## src/sv/bupq_pkg.sv

```systemverilog
// Shared types, constants and helpers for the bilinear 2x upscale quantiser.
`timescale 1ns / 1ps

package bupq_pkg;

    localparam int SAMPLE_W = 20;
    localparam int COL_W    = 11;
    localparam int ROW_W    = 12;
    localparam int PIX_W    = 16;
    localparam int SUM_W    = 23;
    localparam int CFG_W    = 13;
    localparam int CFG_IDX_W = 2;
    localparam int QDEPTH   = 4;
    localparam int QPTR_W   = 2;
    localparam int QCNT_W   = 3;

    localparam logic [CFG_IDX_W-1:0] REG_SOURCE_WIDTH  = 2'd0;
    localparam logic [CFG_IDX_W-1:0] REG_SOURCE_HEIGHT = 2'd1;

    // Quad slots in emission order.
    localparam logic [1:0] QUAD_UP_LEFT  = 2'd0;
    localparam logic [1:0] QUAD_UP       = 2'd1;
    localparam logic [1:0] QUAD_LEFT     = 2'd2;
    localparam logic [1:0] QUAD_HERE     = 2'd3;

    typedef logic signed [SAMPLE_W-1:0] sample_t;
    typedef logic signed [SUM_W-1:0]    sum_t;

    typedef struct packed {
        logic [3:0]       mask;
        logic [COL_W-1:0] col;
        logic [ROW_W-1:0] row;
        sample_t          pl;
        sample_t          top;
        sample_t          cl;
        sample_t          smp;
    } job_t;

    function automatic sum_t sx(input sample_t v);
        return {{(SUM_W-SAMPLE_W){v[SAMPLE_W-1]}}, v};
    endfunction

    // Round half up from 4 fractional bits, clamp to 0..65535.
    function automatic logic [PIX_W-1:0] quant16(input sum_t v);
        logic signed [SUM_W:0] t;
        t = {v[SUM_W-1], v} + (SUM_W+1)'(8);
        if (t[SUM_W]) begin
            return '0;
        end else if (|t[SUM_W-1:PIX_W+4]) begin
            return '1;
        end else begin
            return t[PIX_W+3:4];
        end
    endfunction

endpackage

```

## src/sv/bupq_back.sv

```systemverilog
// Back end: walks each job's quads, averages, quantizes and registers the output beat.
`timescale 1ns / 1ps

module bupq_back (
    input  logic                         aclk,
    input  logic                         aresetn,
    input  logic                         job_valid,
    output logic                         job_pop,
    input  bupq_pkg::job_t               job_in,
    output logic                         m_tvalid,
    input  logic                         m_tready,
    output logic [87:0]                  m_tdata,
    output logic                         m_tlast,
    output logic                         m_tuser
);

    bupq_pkg::job_t              job_reg;
    logic [3:0]                  rem_reg, rem_next;
    logic                        mv_reg, mv_next;
    logic [bupq_pkg::COL_W-1:0]  col_reg;
    logic [bupq_pkg::ROW_W-1:0]  row_reg;
    logic [bupq_pkg::PIX_W-1:0]  ee_reg, oe_reg, eo_reg, oo_reg;
    logic                        last_reg;
    logic                        fend_reg;

    logic                        load;
    logic                        emit;
    logic [1:0]                  k;
    logic [3:0]                  rem_after;
    bupq_pkg::sample_t           a, b, c, d;
    logic [bupq_pkg::COL_W-1:0]  qcol;
    logic [bupq_pkg::ROW_W-1:0]  qrow;

    assign load = ~mv_reg | m_tready;
    assign emit = load & (rem_reg != 4'd0);

    always_comb begin
        if (rem_reg[0]) begin
            k = bupq_pkg::QUAD_UP_LEFT;
        end else if (rem_reg[1]) begin
            k = bupq_pkg::QUAD_UP;
        end else if (rem_reg[2]) begin
            k = bupq_pkg::QUAD_LEFT;
        end else begin
            k = bupq_pkg::QUAD_HERE;
        end
        rem_after    = rem_reg;
        rem_after[k] = 1'b0;
    end

    always_comb begin
        case (k)
            bupq_pkg::QUAD_UP_LEFT: begin
                a = job_reg.pl;  b = job_reg.top; c = job_reg.cl;  d = job_reg.smp;
                qcol = job_reg.col - bupq_pkg::COL_W'(1);
                qrow = job_reg.row - bupq_pkg::ROW_W'(1);
            end
            bupq_pkg::QUAD_UP: begin
                a = job_reg.top; b = job_reg.top; c = job_reg.smp; d = job_reg.smp;
                qcol = job_reg.col;
                qrow = job_reg.row - bupq_pkg::ROW_W'(1);
            end
            bupq_pkg::QUAD_LEFT: begin
                a = job_reg.cl;  b = job_reg.smp; c = job_reg.cl;  d = job_reg.smp;
                qcol = job_reg.col - bupq_pkg::COL_W'(1);
                qrow = job_reg.row;
            end
            default: begin
                a = job_reg.smp; b = job_reg.smp; c = job_reg.smp; d = job_reg.smp;
                qcol = job_reg.col;
                qrow = job_reg.row;
            end
        endcase
    end

    always_comb begin
        job_pop  = job_valid & ((rem_reg == 4'd0) | (emit & (rem_after == 4'd0)));
        rem_next = emit ? rem_after : rem_reg;
        if (job_pop) begin
            rem_next = job_in.mask;
        end
        mv_next = load ? (rem_reg != 4'd0) : mv_reg;
    end

    always_ff @(posedge aclk) begin
        if (!aresetn) begin
            rem_reg <= '0;
            mv_reg  <= 1'b0;
        end else begin
            rem_reg <= rem_next;
            mv_reg  <= mv_next;
        end
    end

    always_ff @(posedge aclk) begin
        if (job_pop) begin
            job_reg <= job_in;
        end
        if (emit) begin
            col_reg  <= qcol;
            row_reg  <= qrow;
            ee_reg   <= bupq_pkg::quant16(bupq_pkg::sx(a) <<< 2);
            oe_reg   <= bupq_pkg::quant16((bupq_pkg::sx(a) + bupq_pkg::sx(b)) <<< 1);
            eo_reg   <= bupq_pkg::quant16((bupq_pkg::sx(a) + bupq_pkg::sx(c)) <<< 1);
            oo_reg   <= bupq_pkg::quant16(bupq_pkg::sx(a) + bupq_pkg::sx(b)
                                          + bupq_pkg::sx(c) + bupq_pkg::sx(d));
            last_reg <= (rem_after == 4'd0);
            fend_reg <= (k == bupq_pkg::QUAD_HERE);
        end
    end

    assign m_tvalid = mv_reg;
    assign m_tdata  = {1'b0, oo_reg, eo_reg, oe_reg, ee_reg, row_reg, col_reg};
    assign m_tlast  = last_reg;
    assign m_tuser  = fend_reg;

endmodule
```

## config.mk

```make
export PLATFORM = sky130hd
export DESIGN_NAME = bupq_back
export DESIGN_NICKNAME = d
export VERILOG_FILES = /design/src/sv/bupq_pkg.sv /design/src/sv/bupq_back.sv
export SDC_FILE = /design/constraint.sdc
export NUM_CORES = 1
export LEC_CHECK = 0
export BUFFER_PORTS_ARGS = -buffer_cell sky130_fd_sc_hd__buf_4
export CAP_MARGIN = 10
export CORE_MARGIN = 3
export CORE_UTILIZATION = 50
export DETAILED_ROUTE_END_ITERATION = 16
export GPL_TIMING_DRIVEN = 0
export PLACE_DENSITY = 0.72
export SLEW_MARGIN = 20
export SYNTH_ARGS = -nofsm -noshare
export SYNTH_HDL_FRONTEND = slang
export SYNTH_SLANG_ARGS = --single-unit
```

## constraint.sdc

```tcl
create_clock -name aclk -period 7.25 [get_ports aclk]
set_input_delay 0.3625 -clock aclk [delete_from_list [all_inputs] [get_ports aclk]]
set_output_delay 0.3625 -clock aclk [all_outputs]
set_load 0.01 [all_outputs]
```

# Word level (Yosys, flattened, before mapping)
# Index checks and enable logic that the tools add are counted.
# op_classes
magnitude_cmp,2
n_reduce_logical,12
n_mux,16
n_eq_ne,3
n_addsub,10
n_bitwise,8
# op_table
cell,n
$add 22x5->23 const B,3
$mux 16,4
$pmux 20 s3,1
$add 20x20->21,2
$mux 20,2
$add 23x5->24 const B,1
$add 22x20->23,1
$add 21x20->22,1
$mux 12,1
$reduce_or 3->1,4
$sub 12x1->12 const B,1
$mux 11,1
$sub 11x1->11 const B,1
$logic_not 4->1,2
$mux 4,2
$and 4x4->4,1
$eq 2x2->1 const B,2
$mux 2,2
$not 4->4,1
$reduce_bool 4->1,1
$reduce_or 2->1,2
$and 1x1->1,3
$lt 2x3->1 const B,1
$demux 1 s2,1
other kinds (8),10
# word_totals
regBits,197
out_inout_bits,92
in_bits,111
wordCells,67

# Logic depth before layout (Yosys ltp)
# logic_depth
depth_word,14
depth_mapped,29
depth_no_buf,25

# Worst setup path before layout
# OpenSTA, ideal clock, no wires.
# synth_path
path_kind,flip-flop to flip-flop
startpoint,register rem_reg[0]
endpoint,register oo_reg[10] (netlist bit) (data pin)
path_buffers,4
setup_time_ns,0.270
setup_slack_ns,0.888
arrival_ns,6.092
path_stages_with_launch,28
cell_sequence,dfxtp_1 -> buf_2 -> buf_1 -> nor2_1 -> clkbuf_1 -> nand2_1 -> nand2_1 -> ha_1 -> fa_1 -> a21o_1 -> a21o_1 -> a211o_1 -> a41o_1 -> a21oi_1 -> xor2_1 -> inv_1 -> fa_1 -> ha_1 -> ha_1 -> nand3_1 -> nor2_1 -> a211oi_1 -> o32ai_1 -> a21oi_1 -> o21ai_0 -> o211ai_1 -> clkbuf_1 -> o21ai_0
# synth_between
elab_chain_cells,10
# synth_rtl
element,line,rtl
"start, declared",bupq_back.sv:18,"logic [3:0] rem_reg, rem_next;"
"start signal, assigned",bupq_back.sv:90,rem_reg <= rem_next;
$mux 2 (*),bupq_back.sv:38,if (rem_reg[0]) begin
$eq 2x1->1 / $logic_not 2->1 (equally long branches),bupq_back.sv:52,case (k)
$reduce_or 2->1 (no line),--,
$mux 20,bupq_back.sv:52,
$add 20x20->21,bupq_back.sv:105,oo_reg <= bupq_pkg::quant16(bupq_pkg::sx(a) + bupq_pkg::sx(b)
$add 21x20->22 (*),bupq_back.sv:106,+ bupq_pkg::sx(c) + bupq_pkg::sx(d));
$add 22x20->23 (*),bupq_back.sv:106,
$add 23x5->24 (*),bupq_pkg.sv:46,"t = {v[SUM_W-1], v} + (SUM_W+1)'(8);"
$reduce_or 3->1,bupq_pkg.sv:49,end else if (|t[SUM_W-1:PIX_W+4]) begin
$mux 16,bupq_pkg.sv:49,
"end signal, assigned",bupq_back.sv:105,
"end, declared",bupq_back.sv:22,"logic [bupq_pkg::PIX_W-1:0] ee_reg, oe_reg, eo_reg, oo_reg;"
# Mark *: on every way between the ends. The rest lies on a longest branch, timed or not.
# A chain may end at the register's enable or synchronous reset.

# Worst setup path in the final report
# Ends and elaborated chain as after synthesis.

==> results by group <==
Cells and area
  – Nets: 1731
  – Area Growth Syn to Fin: 20.8%
  – Post-Layout Cell Count: 1859
  – FILL cells: 2124
  – ANT cells: 0
  – Multi-input logic area: 0.00667 mm²
  – Sequential Area: 0.00587 mm²
  – Largest register FFs: just over 80
  – Share of post-route cells with drive strength above 1: 0.201
  – Final Util: 0.621

Logic synthesis
  – Netlist Area Pre-Place: 0.0131 mm²
  – Seq/Total Area, Yosys: 0.449
  – Syn_area_per_cell: between 10 and 15 µm²
  – Multiplexer share of the synthesized area: 0.00450
  – Compound-Gate Fraction of Synth Area: 0.178
  – Number of library cell types mapped by synthesis: 90
  – FF+latch count, synth: 197
  – Fraction of registers with async set/reset: 0
  – Post-synthesis simple-gate area fraction: 0.141
  – Synth Flop Type: edfxtp_1
  – Post-Synth XOR/XNOR Area: 0.0698
  – Syn_nets: 1506
  – Yosys warns: 0
  – Cells after Synth: 1291
  – Post-Synth Adder-Cell Area: 0.113
  – Main combinational cell family by area after synthesis: compound AO/OA/AOI/OAI gates
  – Post-synth EDFFs: 192

Clock network
  – CTS tree: done
  – Clk_lat worst skew: 0.45 ns
  – CTS Buffer Depth: 2
  – Clk root buf: clkbuf_16
  – Hold_buf cts: 0
  – CTS buffer count: 17
  – H-tree levels: 4
  – Clk sink count: 197
  – Worst-path clk slew: roughly 0.10 ns

Job
  – Max Cap Viol: 0

STA
  – Final setup margin: 0.303 ns
  – Setup Viol. Count Final: 0
  – Max Clk Rate: 0.144 GHz
  – Final setup TNS: 0 ns
  – RSZ-0062 raised after global routing: false
  – Tcrit/Tclk final: 0.958
  – Final Hold Vio Count: 0
  – Period minus WS final: slightly below 7 ns
  – Setup Skew: approximately 0.021 ns
  – Slew HR: 0.448
  – Max Transition Viols Final: 0
  – Worst Max-Slew Pin Slew: 0.807 ns

Global routing
  – All-Layer GR Usage: 0.260
  – Gr ovfl total: 0
  – Initial antenna violation count: 2
  – Number of global-route vias before repair: 10.5k
  – First-pass GRT wire length: 57600 µm
  – Largest net degree at the start of global routing: between 40 and 50

Detailed routing
  – Initial DRT Pass Iterations: 5
  – Remaining antenna violation count: 0
  – Routed WL per cell: approximately 20 µm
  – Vias: approximately 11k
  – Vias per cell: between 5 and 6
  – Number of remaining DRC errors: 0
  – DRT iter0 DRCs: between 900 and 1k
  – Routed wire length: 37300 µm

Power and ir drop
  – Tot Pwr: 6.03 mW
  – VDD IR max: 221 µV
  – Lkg Pwr: 6.63 nW
  – Pwr dens: 382 mW/mm²

Die
  – Num ports: 203
  – Core area: 0.0254 mm²
  – Die height: 168 µm
  – Die Wd: roughly 170 µm
  – Row Count: 58
  – Initial Util: 0.514
  – Die area: about 0.028 mm²

Worst setup path
  – Slowest-stage cell, CP: fa_1
  – Crit path max-delay family: compound AO/OA/AOI/OAI gates
  – CP bufs+invs: 5
  – CP Capture Type: flip-flop
  – Slowest cell delay on critical path: roughly 0.47 ns
  – Crit Path Category: reg2reg
  – Crit-path max FO: 10
  – Startpoint Class: flip-flop
  – Worst path arrival time: between 7 and 8 ns
  – Worst Path Required: 7.43 ns
  – Most frequent CP cell: a21o_1

Place
  – Port Buf Inserts: 201
  – Dpl cells: between 1.5k and 2k
  – Routability cong.: 0.932
  – Dpl hpwl: 29500 µm
  – Pre-CTS WS: -0.503 ns

Min path
  – Hold Crit Class: in2reg

Outcome
  – Status: finished clean
==> cells in the final DEF (no fill, tap or decap), types with 6 or more instances in the layout <==
cell,count
buf_2,10
and3_1,9
fa_1,19
nor2_1,72
clkbuf_16,17
o22ai_1,30
or3_1,9
xnor2_1,61
o21ai_1,16
a21boi_0,7
buf_4,207
nand4_1,12
inv_1,95
nor3_1,29
a21oi_1,84
and2_1,10
nor4_1,12
edfxtp_1,192
o211ai_1,10
a31oi_1,6
a211oi_1,9
nand3_1,30
nand2_1,146
nand2b_1,13
a21o_1,46
clkbuf_1,22
o21ai_0,69
ha_1,85
xor2_1,41
nor2b_1,9
o2111ai_1,6
==> cells in the mapped netlist (4+ instances only) <==
master / number / area (µm²)
edfxtp_1: 192 / 5770
nand2_1: 147 / 552
inv_1: 95 / 357
a21oi_1: 86 / 430
ha_1: 85 / 1060
nor2_1: 74 / 278
o21ai_0: 70 / 350
xnor2_1: 62 / 543
a21o_1: 46 / 345
xor2_1: 42 / 368
nand3_1: 30 / 150
o22ai_1: 30 / 188
nor3_1: 29 / 145
clkbuf_1: 26 / 97.6
fa_1: 19 / 380
o21ai_1: 16 / 80.1
nand2b_1: 13 / 81.3
nand4_1: 12 / 75.1
nor4_1: 12 / 75.1
a211oi_1: 10 / 75.1
and2_1: 10 / 62.6
o211ai_1: 10 / 75.1
and3_1: 9 / 56.3
buf_2: 9 / 45.0
nor2b_1: 9 / 56.3
or3_1: 9 / 56.3
a21boi_0: 7 / 52.6
a31oi_1: 6 / 37.5
o2111ai_1: 6 / 52.6
o21a_1: 6 / 45.0
buf_4: 5 / 37.5
dfxtp_1: 5 / 100
o41ai_1: 5 / 43.8
a2111oi_0: 4 / 35.0
o21bai_1: 4 / 30.0
==> power by group <==
group | internal, mW | total, mW | switching [mW]
Sequential | 1.60 | 1.67 | 0.0775
Clock | 0.490 | 1.03 | 0.543
Combinational | 1.33 | 3.33 | 1.99
==> cells by family after synthesis <==
family / Yosys count
xor+xnor: 104
buf+inv: 142
compound gates: 350
flops: 197
other cells: 1
simple gates: 385
fa+ha+maj: 107
mux: 5
==> cell type report <==
cell class,instances,share of cell area
multi-input combinational,952,0.423
tap,330,0.0262
clock inverter,14,0.0121
sequential,197,0.372
buffer,44,0.0136
inverter,97,0.0231
timing repair buffer,207,0.102
clock buffer,18,0.0278
==> layer usage <==
metal / global-route usage / vias to the layer above / share of wire
li1: - / 5161 / -
met1: 0.351 / 5166 / 0.43
met2: 0.416 / 427 / 0.46
met3: 0.0661 / 60 / 0.081
met4: 0.0822 / 2 / 0.024
met5: 0 / - / 0.00035
==> final timing paths <==
check | to | depth (start not counted) | from | slack (ns)
max | oo_reg[10]$_SDFFCE_PP0P_ | 26 | rem_reg[0]$_SDFFE_PN0P_ | 0.30
min | d[12]$_DFFE_PP_ | 1 | job_in[12] | 0.08
max reg2reg | oo_reg[10]$_SDFFCE_PP0P_ | 26 | rem_reg[0]$_SDFFE_PN0P_ | 0.30
min reg2reg | rem_reg[3]$_SDFFE_PN0P_ | 2 | rem_reg[3]$_SDFFE_PN0P_ | 0.55
==> stage by stage <==
step / instance area (µm²) / hold slack [ns]
floorplan: 13100 / 0.461
global placement: 15000 / 0.501
detailed placement: 15100 / 0.528
CTS: 15700 / 0.0636
global route: 15800 / 0.0618
finish: 15800 / 0.0813
==> repair_timing <==
| action | CTS | global route |
|---|---|---|
| pin swaps | 1 | 0 |
| setup endpoints to repair | 16 | 16 |
| buffers inserted | 1 | 0 |
| gates resized for setup | 5 | 11 |
Power figures use the tool's default switching activity.
