[src/sv/bupq_pkg.sv]
// Shared types, constants and helpers for the bilinear 2x upscale quantiser.
`timescale 1ns / 1ps

package bupq_pkg;

    localparam int SAMPLE_W = 20;
    localparam int COL_W    = 11;
    localparam int ROW_W    = 12;
    localparam int PIX_W    = 16;
    localparam int SUM_W    = 23;
    localparam int CFG_W    = 13;
    localparam int CFG_IDX_W = 2;
    localparam int QDEPTH   = 4;
    localparam int QPTR_W   = 2;
    localparam int QCNT_W   = 3;

    localparam logic [CFG_IDX_W-1:0] REG_SOURCE_WIDTH  = 2'd0;
    localparam logic [CFG_IDX_W-1:0] REG_SOURCE_HEIGHT = 2'd1;

    // Quad slots in emission order.
    localparam logic [1:0] QUAD_UP_LEFT  = 2'd0;
    localparam logic [1:0] QUAD_UP       = 2'd1;
    localparam logic [1:0] QUAD_LEFT     = 2'd2;
    localparam logic [1:0] QUAD_HERE     = 2'd3;

    typedef logic signed [SAMPLE_W-1:0] sample_t;
    typedef logic signed [SUM_W-1:0]    sum_t;

    typedef struct packed {
        logic [3:0]       mask;
        logic [COL_W-1:0] col;
        logic [ROW_W-1:0] row;
        sample_t          pl;
        sample_t          top;
        sample_t          cl;
        sample_t          smp;
    } job_t;

    function automatic sum_t sx(input sample_t v);
        return {{(SUM_W-SAMPLE_W){v[SAMPLE_W-1]}}, v};
    endfunction

    // Round half up from 4 fractional bits, clamp to 0..65535.
    function automatic logic [PIX_W-1:0] quant16(input sum_t v);
        logic signed [SUM_W:0] t;
        t = {v[SUM_W-1], v} + (SUM_W+1)'(8);
        if (t[SUM_W]) begin
            return '0;
        end else if (|t[SUM_W-1:PIX_W+4]) begin
            return '1;
        end else begin
            return t[PIX_W+3:4];
        end
    endfunction

endpackage

[src/sv/bupq_queue.sv]
// Short job queue between the front end and the quad generator.
`timescale 1ns / 1ps

module bupq_queue (
    input  logic           aclk,
    input  logic           aresetn,
    input  logic           push_valid,
    output logic           push_ready,
    input  bupq_pkg::job_t push_job,
    output logic           pop_valid,
    input  logic           pop_ready,
    output bupq_pkg::job_t pop_job
);

    bupq_pkg::job_t                  slot_reg [bupq_pkg::QDEPTH];
    logic [bupq_pkg::QPTR_W-1:0]     wr_reg, wr_next;
    logic [bupq_pkg::QPTR_W-1:0]     rd_reg, rd_next;
    logic [bupq_pkg::QCNT_W-1:0]     cnt_reg, cnt_next;
    logic                            do_push;
    logic                            do_pop;

    assign push_ready = (cnt_reg != bupq_pkg::QCNT_W'(bupq_pkg::QDEPTH));
    assign pop_valid  = (cnt_reg != '0);
    assign pop_job    = slot_reg[rd_reg];
    assign do_push    = push_valid & push_ready;
    assign do_pop     = pop_valid & pop_ready;

    always_comb begin
        wr_next  = do_push ? wr_reg + bupq_pkg::QPTR_W'(1) : wr_reg;
        rd_next  = do_pop  ? rd_reg + bupq_pkg::QPTR_W'(1) : rd_reg;
        cnt_next = cnt_reg;
        if (do_push && !do_pop) begin
            cnt_next = cnt_reg + bupq_pkg::QCNT_W'(1);
        end else if (!do_push && do_pop) begin
            cnt_next = cnt_reg - bupq_pkg::QCNT_W'(1);
        end
    end

    always_ff @(posedge aclk) begin
        if (!aresetn) begin
            wr_reg  <= '0;
            rd_reg  <= '0;
            cnt_reg <= '0;
        end else begin
            wr_reg  <= wr_next;
            rd_reg  <= rd_next;
            cnt_reg <= cnt_next;
        end
    end

    always_ff @(posedge aclk) begin
        if (do_push) begin
            slot_reg[wr_reg] <= push_job;
        end
    end

endmodule

[config.mk]
export PLATFORM = sky130hd
export DESIGN_NAME = bupq_queue
export DESIGN_NICKNAME = d
export VERILOG_FILES = /design/src/sv/bupq_pkg.sv /design/src/sv/bupq_queue.sv
export SDC_FILE = /design/constraint.sdc
export NUM_CORES = 1
export LEC_CHECK = 0
export ABC_AREA = 0
export BUFFER_PORTS_ARGS = -buffer_cell sky130_fd_sc_hd__buf_2
export CAP_MARGIN = 30
export CORE_MARGIN = 2
export CORE_UTILIZATION = 57
export CTS_CLUSTER_SIZE = 30
export DETAILED_ROUTE_END_ITERATION = 10
export PLACE_DENSITY = 0.89
export SLEW_MARGIN = 20
export SYNTH_ARGS = -nofsm -noshare
export SYNTH_HDL_FRONTEND = slang
export SYNTH_SLANG_ARGS = --single-unit
[constraint.sdc]
create_clock -name aclk -period 5.64 [get_ports aclk]
set_input_delay 1.41 -clock aclk [delete_from_list [all_inputs] [get_ports aclk]]
set_output_delay 1.41 -clock aclk [all_outputs]
set_load 0.01 [all_outputs]
# After elaboration in Yosys (flattened, before gate mapping)
# Memories as Yosys holds them, arrays and structs flattened. A register that Yosys moved wholly into a read port is not among the register bits.
# Cells that the tools add are included.
[word_totals]
ff_bits = 7
mem_bits_rw = 428
inputBits = 111
output_inout_bits = 109
word_cells = 23
n_memories = 1
[mem_list]
columns = ["memory", "words", "word_bits", "read_ports", "rd_clocked_by_memory_dff", "write_ports", "line", "source"]
rows = [
  ["slot_reg", 4, 107, 1, 1, 1, "bupq_queue.sv:15", "bupq_pkg::job_t slot_reg [bupq_pkg::QDEPTH];"],
]
[classes]
add_sub_neg = 4
eq_ne = 1
n_mux = 6
n_bitwise = 2
reduce_logical = 6
[op_table]
columns = ["operator", "count"]
rows = [
  ["3-bit two-way mux", 2],
  ["2-bit by 1-bit adder with 2-bit output, second input constant", 2],
  ["2-bit two-way mux", 2],
  ["3-bit by 1-bit adder with 3-bit output, second input constant", 1],
  ["3-bit != test, second input constant", 1],
  ["3-bit nonzero test", 1],
  ["3-bit by 1-bit subtractor with 3-bit output, second input constant", 1],
  ["1-bit bitwise AND", 2],
  ["1-bit logical AND", 2],
  ["1-bit zero test", 2],
  ["1-bit two-way mux", 2],
  ["2-bit nonzero test", 1],
]

# Depth between registers and ports, before layout
# Gate-level depths: netlist (run 1).
[logic_depth]
ltp_word = 6
depth_mapped = 8
ltp_nobuf = 8

# Worst setup path after synthesis (run 1)
# Ideal clock, no wire load.
[synth_timing]
path_type = "input -> register"
start = "in push_valid"
end = "mem slot_reg[0][0] (netlist bit), enable pin"
setup_ns = 0.478
arrival_time_ns = 4.201
t_required_ns = 5.162
setup_slack_ns = 0.961
cell_stages = 2
n_path_buf = 0
cell_sequence = "a21boi_2 and2_1"
[synth_via]
elab_chain_cells = 3
[synth_lines]
columns = ["item", "line", "source"]
rows = [
  ["from (decl)", "bupq_queue.sv:7", "input logic push_valid,"],
  ["1-bit bitwise AND", "bupq_queue.sv:25", "assign do_push = push_valid & push_ready;"],
  ["1-bit two-way mux", "bupq_queue.sv:52", "if (do_push) begin"],
  ["1-bit two-way mux (implied by the code)", "bupq_queue.sv:53", "slot_reg[wr_reg] <= push_job;"],
  ["to (decl)", "bupq_queue.sv:15", ""],
]
# Every way passes these cells.

==> run_results.csv, run 1 <==
group,metric,value,unit
status,status,"complete, no violations",
cells_and_area,final_cell_mix,"edfxtp_1, buf_2, mux4_2",
timing,slew_headroom,40.5,%
routing,route.antenna.remaining_nets,0,
worst_setup_path,crit_chain,"buf_4 -> mux4_2 -> buf_2",
floorplan,io_pins,220,
cells_and_area,seq_area,13000,um^2
timing,fin_tns_setup,0,ns
grt,antenna_found_initial,6,
logic_synthesis,synthDistinctLibCells,23,
floorplan,fp.dieArea,29200,um^2
logic_synthesis,synthArstFlopShare,0,%
worst_setup_path,path_class,"flop to output port",
cells_and_area,layout_commonest_cell,"edfxtp_1",
worst_setup_path,start_kind,"flop",
logic_synthesis,synth_warnings,0,
logic_synthesis,syn_area,15900,um^2
power_and_ir_drop,leakage,6.28,nW
routing,vias,7240,
routing,wire_per_inst,23.4,um
routing,drt_iter0_markers,680,
worst_setup_path,crit_fanout,44,
logic_synthesis,synth-seq-cells,437,
floorplan,die_w,171,um
cells_and_area,multi_input_area,2700,um^2
logic_synthesis,synth_flop_cell,"edfxtp_1",
clock_tree,numCtsBuffers,41,
timing,slew_viol_final,0,
routing,routed_wl,29600,um
clock_tree,post_cts_buffers,0,
clock_tree,cts_resized,0,
worst_setup_path,worstPathArrival,2.39,ns
clock_tree,clock_path_buffers,3,
clock_tree,h-tree-depth,2,
logic_synthesis,syn_inst,607,
routing,dr.pass1.iters,5,
cells_and_area,stdcell_count,1266,
grt,grt_max_degree,67,
timing,tightest_slew,0.892,ns
clock_tree,tritoncts,"yes",
clock_tree,cts_hold_buf,0,
worst_setup_path,r2r-start,"cnt_reg[0]$_SDFFE_PN0P_",
place,place_congestion,0.697,
logic_synthesis,synth_nets,724,
place,dp_hpwl,17900,um
place,dp.cells,1190,
power_and_ir_drop,power_density,458,nW/um^2
logic_synthesis,synth_area_per_cell,26.2,um^2
floorplan,core-area,27600,um^2
clock_tree,root_buffer,"clkbuf_16",
routing,post_drt_via_cell_ratio,5.72,
hold_path,worst_hold_startpoint,"wr_reg[1]$_SDFFE_PN0P_",
timing,finalCriticalPeriod,3.80,ns
cells_and_area,final_layout_size_suffix_gt1_share,45.1,%
grt,first_global_vias,7456,
floorplan,die_h,171,um
clock_tree,clkSinkCount,437,
worst_setup_path,crit_path_top_delay_cell,"buf_4",
cells_and_area,largest_reg_flops,428,
worst_setup_path,critPathTopFamily,"buffers and inverters",
timing,hold_violations,0,
timing,setup_viol,0,
timing,fin_crit_sh,67.3,%
place,post_dp_cell_area,17500,um^2
logic_synthesis,yosysSeqAreaShare,82.0,%
timing,fin_skew,0.0175,ns
grt,grtUsageTotal,20.2,%
clock_tree,clk-insertion-delay-late,0.52,ns
hold_path,min_path_type,"flop to flop",
power_and_ir_drop,ir_drop,312,uV
timing,rsz0062_at_grt,"false",
cells_and_area,fill_cells,1738,
grt,grt_overflow,0,
worst_setup_path,path_buf_inv,2,
worst_setup_path,endpoint_kind,"output port",
timing,holdWs,0.525,ns
grt,grt_first_pass_wirelength,44000,um
clock_tree,clk_pin_slew,0.06,ns
floorplan,rows,61,
cells_and_area,syn_to_final_growth,18.5,%
power_and_ir_drop,p_total,0.00862,W
cells_and_area,final_cell_area,18800,um^2
cells_and_area,fin_nets,973,
routing,drc,0,
worst_setup_path,required,4.23,ns
logic_synthesis,synth_edf_count,428,
timing,fmax,0.263,GHz
floorplan,initial_core_util,57.5,%
worst_setup_path,cp_slowest_stage_delay,0.65,ns
place,io_buffers,219,
run,maxCapViolCount,0,
-- layout make-up --
cell class,count,share of cell area (%)
Inverter,3,0.0598
Sequential cell,437,69.2
Timing Repair Buffer,231,6.97
Multi-Input combinational cell,142,14.3
Tap cell,378,2.51
Antenna cell,4,0.0531
Clock buffer,55,6.01
Clock inverter,16,0.837
-- through the flow --
stage	utilization, %	setup slack (ns)
after global placement	63.1	2.15
after global routing	68.1	1.68
after detailed placement	63.4	2.18
after CTS	68.0	1.77
final	68.2	1.84
after floorplan	-	0.961
-- worst min-delay path: cells and delay by family, from the launching register on --
kind | cells | cell delay, ns
mux | 1 | 0.06
flops | 1 | 0.34
simple gates | 1 | 0.07
-- path summary, 6_finish.rpt --
path | depth (start not counted) | endpoint | slack, ns
max | 3 | pop_job[48] | 1.84
min reg2reg | 2 | wr_reg[1]$_SDFFE_PN0P_ | 0.53
max reg2reg | 4 | slot_reg[0][60]$_DFFE_PP_ | 3.16
min | 2 | wr_reg[1]$_SDFFE_PN0P_ | 0.53
-- cell families after synthesis --
group	synth area share, %
flip-flops	82.0
multiplexers	15.4
buffers and inverters	1.09
AND/OR/NAND/NOR	0.575
adder cells (fa/ha/maj)	0.520
AO/OA/AOI/OAI	0.252
XOR/XNOR	0.220
-- cells in the mapped netlist, drive strengths merged (2+ instances only) --
| cell type | count | share of area [%] |
|---|---|---|
| a21boi | 2 | 0.12 |
| and2 | 8 | 0.31 |
| buf | 17 | 0.83 |
| clkbuf | 8 | 0.19 |
| dfxtp | 9 | 1.1 |
| edfxtp | 428 | 81 |
| ha | 5 | 0.39 |
| inv | 3 | 0.071 |
| mux2i | 3 | 0.19 |
| mux4 | 107 | 15 |
| nand2 | 5 | 0.12 |
| or3 | 2 | 0.079 |
| xnor2 | 3 | 0.17 |
-- power breakdown --
group,leakage [nW],internal [W],switching [W]
clock,0.626,0.00154,0.00109
sequential,4.00,0.00394,0.000110
combinational,1.66,0.000932,0.00100
-- metal layers --
metal	GRT usage [%]	up-vias	wire length, um
li1	-	3121	-
met1	26.9	3789	11700
met2	34.4	282	15100
met3	4.90	46	2300
met4	4.31	2	442
met5	0	-	13
(Power assumes the default switching activity.)
==> inputs of run 2 (changes only) <==
==> constraint.sdc (replaced) <==
create_clock -name aclk -period 3.9 [get_ports aclk]
set_input_delay 0.975 -clock aclk [delete_from_list [all_inputs] [get_ports aclk]]
set_output_delay 0.975 -clock aclk [all_outputs]
set_load 0.01 [all_outputs]
==> run 2 against run 1 <==
Via count increased by 0.57%. Non-clock buffer count increased by 5. Sequential cell count unchanged. Clock power increased by 50%. Global-route usage increased by 0.53 points.
==> run_results.csv, run 2 (synthesis gave the netlist of run 1 again) <==
group,metric,value,unit
cells_and_area,multi_input_area,2700,um^2
place,io_buffers,219,
floorplan,die_h,171,um
cells_and_area,fill_cells,1652,
clock_tree,h-tree-depth,2,
timing,fin_tns_setup,0,ns
timing,rsz0062_at_grt,"false",
power_and_ir_drop,internal-power,0.00943,W
timing,fin_crit_sh,84.3,%
routing,wire_per_inst,23.3,um
cells_and_area,stdcell_count,1275,
routing,dr.pass1.iters,5,
clock_tree,clk_pin_slew,0.06,ns
cells_and_area,layout_commonest_cell,"edfxtp_1",
clock_tree,root_buffer,"clkbuf_16",
clock_tree,numCtsBuffers,42,
hold_path,min_path_type,"flop to flop",
place,place_congestion,0.734,
timing,finalCriticalPeriod,3.29,ns
timing,slew_headroom,53.2,%
place,dp.cells,1196,
clock_tree,clkSinkCount,437,
timing,hold_violations,0,
worst_setup_path,crit_fanout,27,
power_and_ir_drop,seqPwrFrac,46.5,%
power_and_ir_drop,ir_drop,444,uV
clock_tree,cts_resized,0,
cells_and_area,syn_to_final_growth,19.0,%
routing,post_drt_via_cell_ratio,5.71,
grt,first_global_vias,7544,
power_and_ir_drop,switching_power,0.00326,W
floorplan,rows,61,
cells_and_area,seq_area,13000,um^2
cells_and_area,largest_reg_flops,428,
power_and_ir_drop,leakage,6.33,nW
floorplan,initial_core_util,57.5,%
worst_setup_path,required,2.92,ns
routing,drc,0,
floorplan,die_w,171,um
routing,drt_iter0_markers,676,
timing,fin_skew,0.00973,ns
power_and_ir_drop,p_comb_share,22.1,%
worst_setup_path,worstPathArrival,2.31,ns
routing,route.antenna.remaining_nets,0,
clock_tree,tritoncts,"yes",
cells_and_area,post-route-util,68.4,%
floorplan,fp.dieArea,29200,um^2
grt,grt_first_pass_wirelength,44600,um
timing,slew_viol_final,0,
worst_setup_path,path_class,"flop to output port",
cells_and_area,fin_nets,979,
cells_and_area,final_layout_size_suffix_gt1_share,45.7,%
clock_tree,clk-insertion-delay-late,0.53,ns
worst_setup_path,reg2reg_slack,1.53,ns
floorplan,io_pins,220,
clock_tree,cts_hold_buf,0,
power_and_ir_drop,switching_share,25.7,%
clock_tree,clock_path_buffers,3,
grt,antenna_found_initial,5,
worst_setup_path,start_kind,"flop",
timing,holdWs,0.506,ns
place,dp_hpwl,17700,um
run,maxCapViolCount,0,
timing,tightest_slew,0.702,ns
floorplan,core-area,27600,um^2
power_and_ir_drop,p_total,0.0127,W
worst_setup_path,endpoint_kind,"output port",
routing,routed_wl,29600,um
power_and_ir_drop,p_clk_share,31.3,%
grt,grt_max_degree,108,
status,status,"complete, no violations",
cells_and_area,final_cell_mix,"edfxtp_1, buf_2, mux4_2",
routing,vias,7281,
timing,fmax,0.304,GHz
clock_tree,post_cts_buffers,0,
power_and_ir_drop,power_density,671,nW/um^2
grt,grt_overflow,0,
grt,grtUsageTotal,20.7,%
timing,setup_viol,0,
-- run 2: changes by cell type in the layout (fill, tap and decap cells not counted), moves of 2 or more --
cell       before  now
buf_4           3    9
clkbuf_1       11    7
clkinv_1        6   10
clkinv_2        4    7
buf_16          2    0
bufinv_16       3    5
-- run 2: worst max-delay path, stage by stage (launching register included) --
cell and delay [ns]:
dfxtp_4 0.70, buf_4 0.36, mux4_2 0.56, buf_2 0.16
-- run 2: routing by layer --
layer | share of wire (%) | track usage, % | up-vias
li1 | - | - | 3129
met1 | 39 | 28.0 | 3799
met2 | 51 | 33.6 | 290
met3 | 7.4 | 5.25 | 61
met4 | 2.7 | 6.78 | 2
met5 | 0.044 | 0 | -
-- run 2: power by group through the flow --
stage          clock (W)  sequential (W)  combinational (W)
2_1_floorplan          0         0.00589            0.00190
3_3_place_gp           0         0.00597            0.00281
3_5_place_dp           0         0.00601            0.00285
4_1_cts          0.00404         0.00592            0.00288
5_1_grt          0.00424         0.00596            0.00303
6_report         0.00397         0.00591            0.00281
-- run 2: cell type report --
type | instances | share of cell area (%)
Clock inverter | 25 | 1.31
Clock buffer | 50 | 5.83
Inverter | 3 | 0.0596
Multi-Input combinational cell | 142 | 14.3
Sequential cell | 437 | 69.0
Antenna cell | 4 | 0.0529
Timing Repair Buffer | 236 | 7.00
Tap cell | 378 | 2.50
-- run 2: worst paths after layout --
kind | from | end | cells after the start
setup / recovery | flop | pop_job[19] | 3
hold reg to reg | wr_reg[0]$_SDFFE_PN0P_ | wr_reg[0]$_SDFFE_PN0P_ | 2
setup reg to reg | cnt_reg[0]$_SDFFE_PN0P_ | cnt_reg[2]$_SDFFE_PN0P_ | 8
hold / removal | wr_reg[0]$_SDFFE_PN0P_ | wr_reg[0]$_SDFFE_PN0P_ | 2
-- run 2: metrics by stage --
| step | worst slack [ns] | instance area (um^2) |
|---|---|---|
| final | 0.614 | 18900 |
| after global routing | 0.473 | 18900 |
| after CTS | 0.526 | 18900 |
| after detailed placement | 1.06 | 17500 |
| after global placement | 1.13 | 17500 |
| after floorplan | 0.834 | 15900 |
==> inputs of run 3 (changes only) <==
==> constraint.sdc (replaced) <==
create_clock -name aclk -period 3.4 [get_ports aclk]
set_input_delay 0.85 -clock aclk [delete_from_list [all_inputs] [get_ports aclk]]
set_output_delay 0.85 -clock aclk [all_outputs]
set_load 0.01 [all_outputs]
==> run 3 against run 2 <==
Worst hold slack gained 0.0043 ns. Largest cell class unchanged. Critical path depth unchanged. Sequential share of layout area decreased by 0.091 points. Combinational power is 14% higher. Sequential power rose by 14%. Sequential cell count did not move. Highest routed layer unchanged.
==> run_results.csv, run 3 (synthesis gave the netlist of run 1 again) <==
group,metric,value,unit
status,status,"complete, no violations",
floorplan,core-area,27600,um^2
timing,finalCriticalPeriod,3.05,ns
place,io_buffers,219,
cells_and_area,fin_nets,976,
grt,antenna_found_initial,7,
clock_tree,tritoncts,"yes",
timing,fmax,0.328,GHz
worst_setup_path,path_class,"flop to output port",
grt,grt_first_pass_wirelength,43200,um
cells_and_area,syn_to_final_growth,19.1,%
grt,grt_overflow,0,
timing,rsz0062_at_grt,"false",
cells_and_area,largest_reg_flops,428,
floorplan,rows,61,
hold_path,min_path_type,"flop to flop",
grt,grt_max_degree,51,
place,post-place-ws,0.677,ns
clock_tree,clkSinkCount,437,
clock_tree,root_buffer,"clkbuf_16",
worst_setup_path,endpoint_kind,"output port",
timing,fin_crit_sh,89.7,%
routing,vias,7169,
cells_and_area,stdcell_count,1276,
timing,setup_viol,0,
routing,post_drt_via_cell_ratio,5.62,
cells_and_area,layout_commonest_cell,"edfxtp_1",
timing,layout_setup_ws,0.351,ns
worst_setup_path,required,2.55,ns
timing,slew_viol_final,0,
grt,grtUsageTotal,19.8,%
clock_tree,clock_path_buffers,3,
clock_tree,h-tree-depth,2,
cells_and_area,final_cell_mix,"edfxtp_1, buf_2, mux4_2",
clock_tree,clk-insertion-delay-late,0.51,ns
place,dp.cells,1193,
routing,wire_per_inst,22.7,um
floorplan,die_h,171,um
timing,fin_skew,0.0104,ns
cells_and_area,final_layout_size_suffix_gt1_share,45.4,%
timing,slew_headroom,66.6,%
cells_and_area,fill_cells,1690,
timing,tightest_slew,0.502,ns
clock_tree,cts_hold_buf,0,
floorplan,die_w,171,um
worst_setup_path,crit_fanout,42,
power_and_ir_drop,leakage,6.34,nW
clock_tree,cts_resized,0,
timing,fin_tns_setup,0,ns
power_and_ir_drop,power_density,761,nW/um^2
floorplan,fp.dieArea,29200,um^2
routing,routed_wl,28900,um
place,place_congestion,0.714,
routing,drc,0,
floorplan,io_pins,220,
routing,drt_iter0_markers,536,
clock_tree,numCtsBuffers,42,
worst_setup_path,worstPathArrival,2.20,ns
grt,first_global_vias,7526,
clock_tree,post_cts_buffers,0,
place,dp_hpwl,17700,um
power_and_ir_drop,ir_drop,580,uV
timing,hold_violations,0,
run,maxCapViolCount,0,
floorplan,initial_core_util,57.5,%
clock_tree,clk_pin_slew,0.06,ns
routing,route.antenna.remaining_nets,0,
routing,dr.pass1.iters,4,
worst_setup_path,start_kind,"flop",
==> run 3: changes by cell type in the layout (fill, tap and decap cells not counted), sizes merged <==
cell | before | now
clkinvlp | 1 | 0
diode | 4 | 5
bufinv | 5 | 3
clkinv | 18 | 23
clkbuf | 50 | 51
buf | 236 | 233
==> run 3: path summary, 6_finish.rpt <==
path	startpoint	endpoint	slack [ns]	depth (start not counted)
min reg2reg	wr_reg[1]$_SDFFE_PN0P_	wr_reg[1]$_SDFFE_PN0P_	0.51	2
max	flop	pop_job[19]	0.35	3
min	wr_reg[1]$_SDFFE_PN0P_	wr_reg[1]$_SDFFE_PN0P_	0.51	2
max reg2reg	cnt_reg[0]$_SDFFE_PN0P_	cnt_reg[2]$_SDFFE_PN0P_	1.02	8
==> run 3: where the power goes <==
| part | switching (W) | internal, W |
|---|---|---|
| sequential | 0.000225 | 0.00654 |
| combinational | 0.00163 | 0.00158 |
| clock | 0.00181 | 0.00263 |
==> run 3: layout make-up <==
class,count,area (um^2),area share [%]
Antenna cell,5,12.5,0.0661
Clock buffer,51,1150,6.07
Clock inverter,27,196,1.04
Inverter,3,11.3,0.0595
Multi-Input combinational cell,142,2700,14.3
Sequential cell,437,13000,68.9
Tap cell,378,473,2.50
Timing Repair Buffer,233,1350,7.14
==> run 3: per-stage QoR <==
step	hold slack, ns	total power, W	cell area [um^2]	util [%]
finish	0.510	0.0144	18900	68.5
global route	0.528	0.0150	18900	68.5
global placement	0.489	0.0100	17600	63.6
detailed placement	0.495	0.0101	17600	63.6
floorplan	0.468	0.00894	15900	-
CTS	0.519	0.0146	18900	68.5
==> run 3: per-layer routing <==
| metal | up-vias | track usage (%) | part of all wire [%] |
|---|---|---|---|
| li1 | 3129 | - | - |
| met3 | 39 | 5.07 | 6.7 |
| met4 | 4 | 5.34 | 1.8 |
| met2 | 261 | 33.3 | 52 |
| met5 | - | 0 | 0.062 |
| met1 | 3736 | 26.0 | 40 |
==> run 3: critical path, stage by stage, from the launching register on <==
cell	delay, ns
dfxtp_4	0.55
buf_12	0.37
mux4_2	0.58
buf_2	0.16
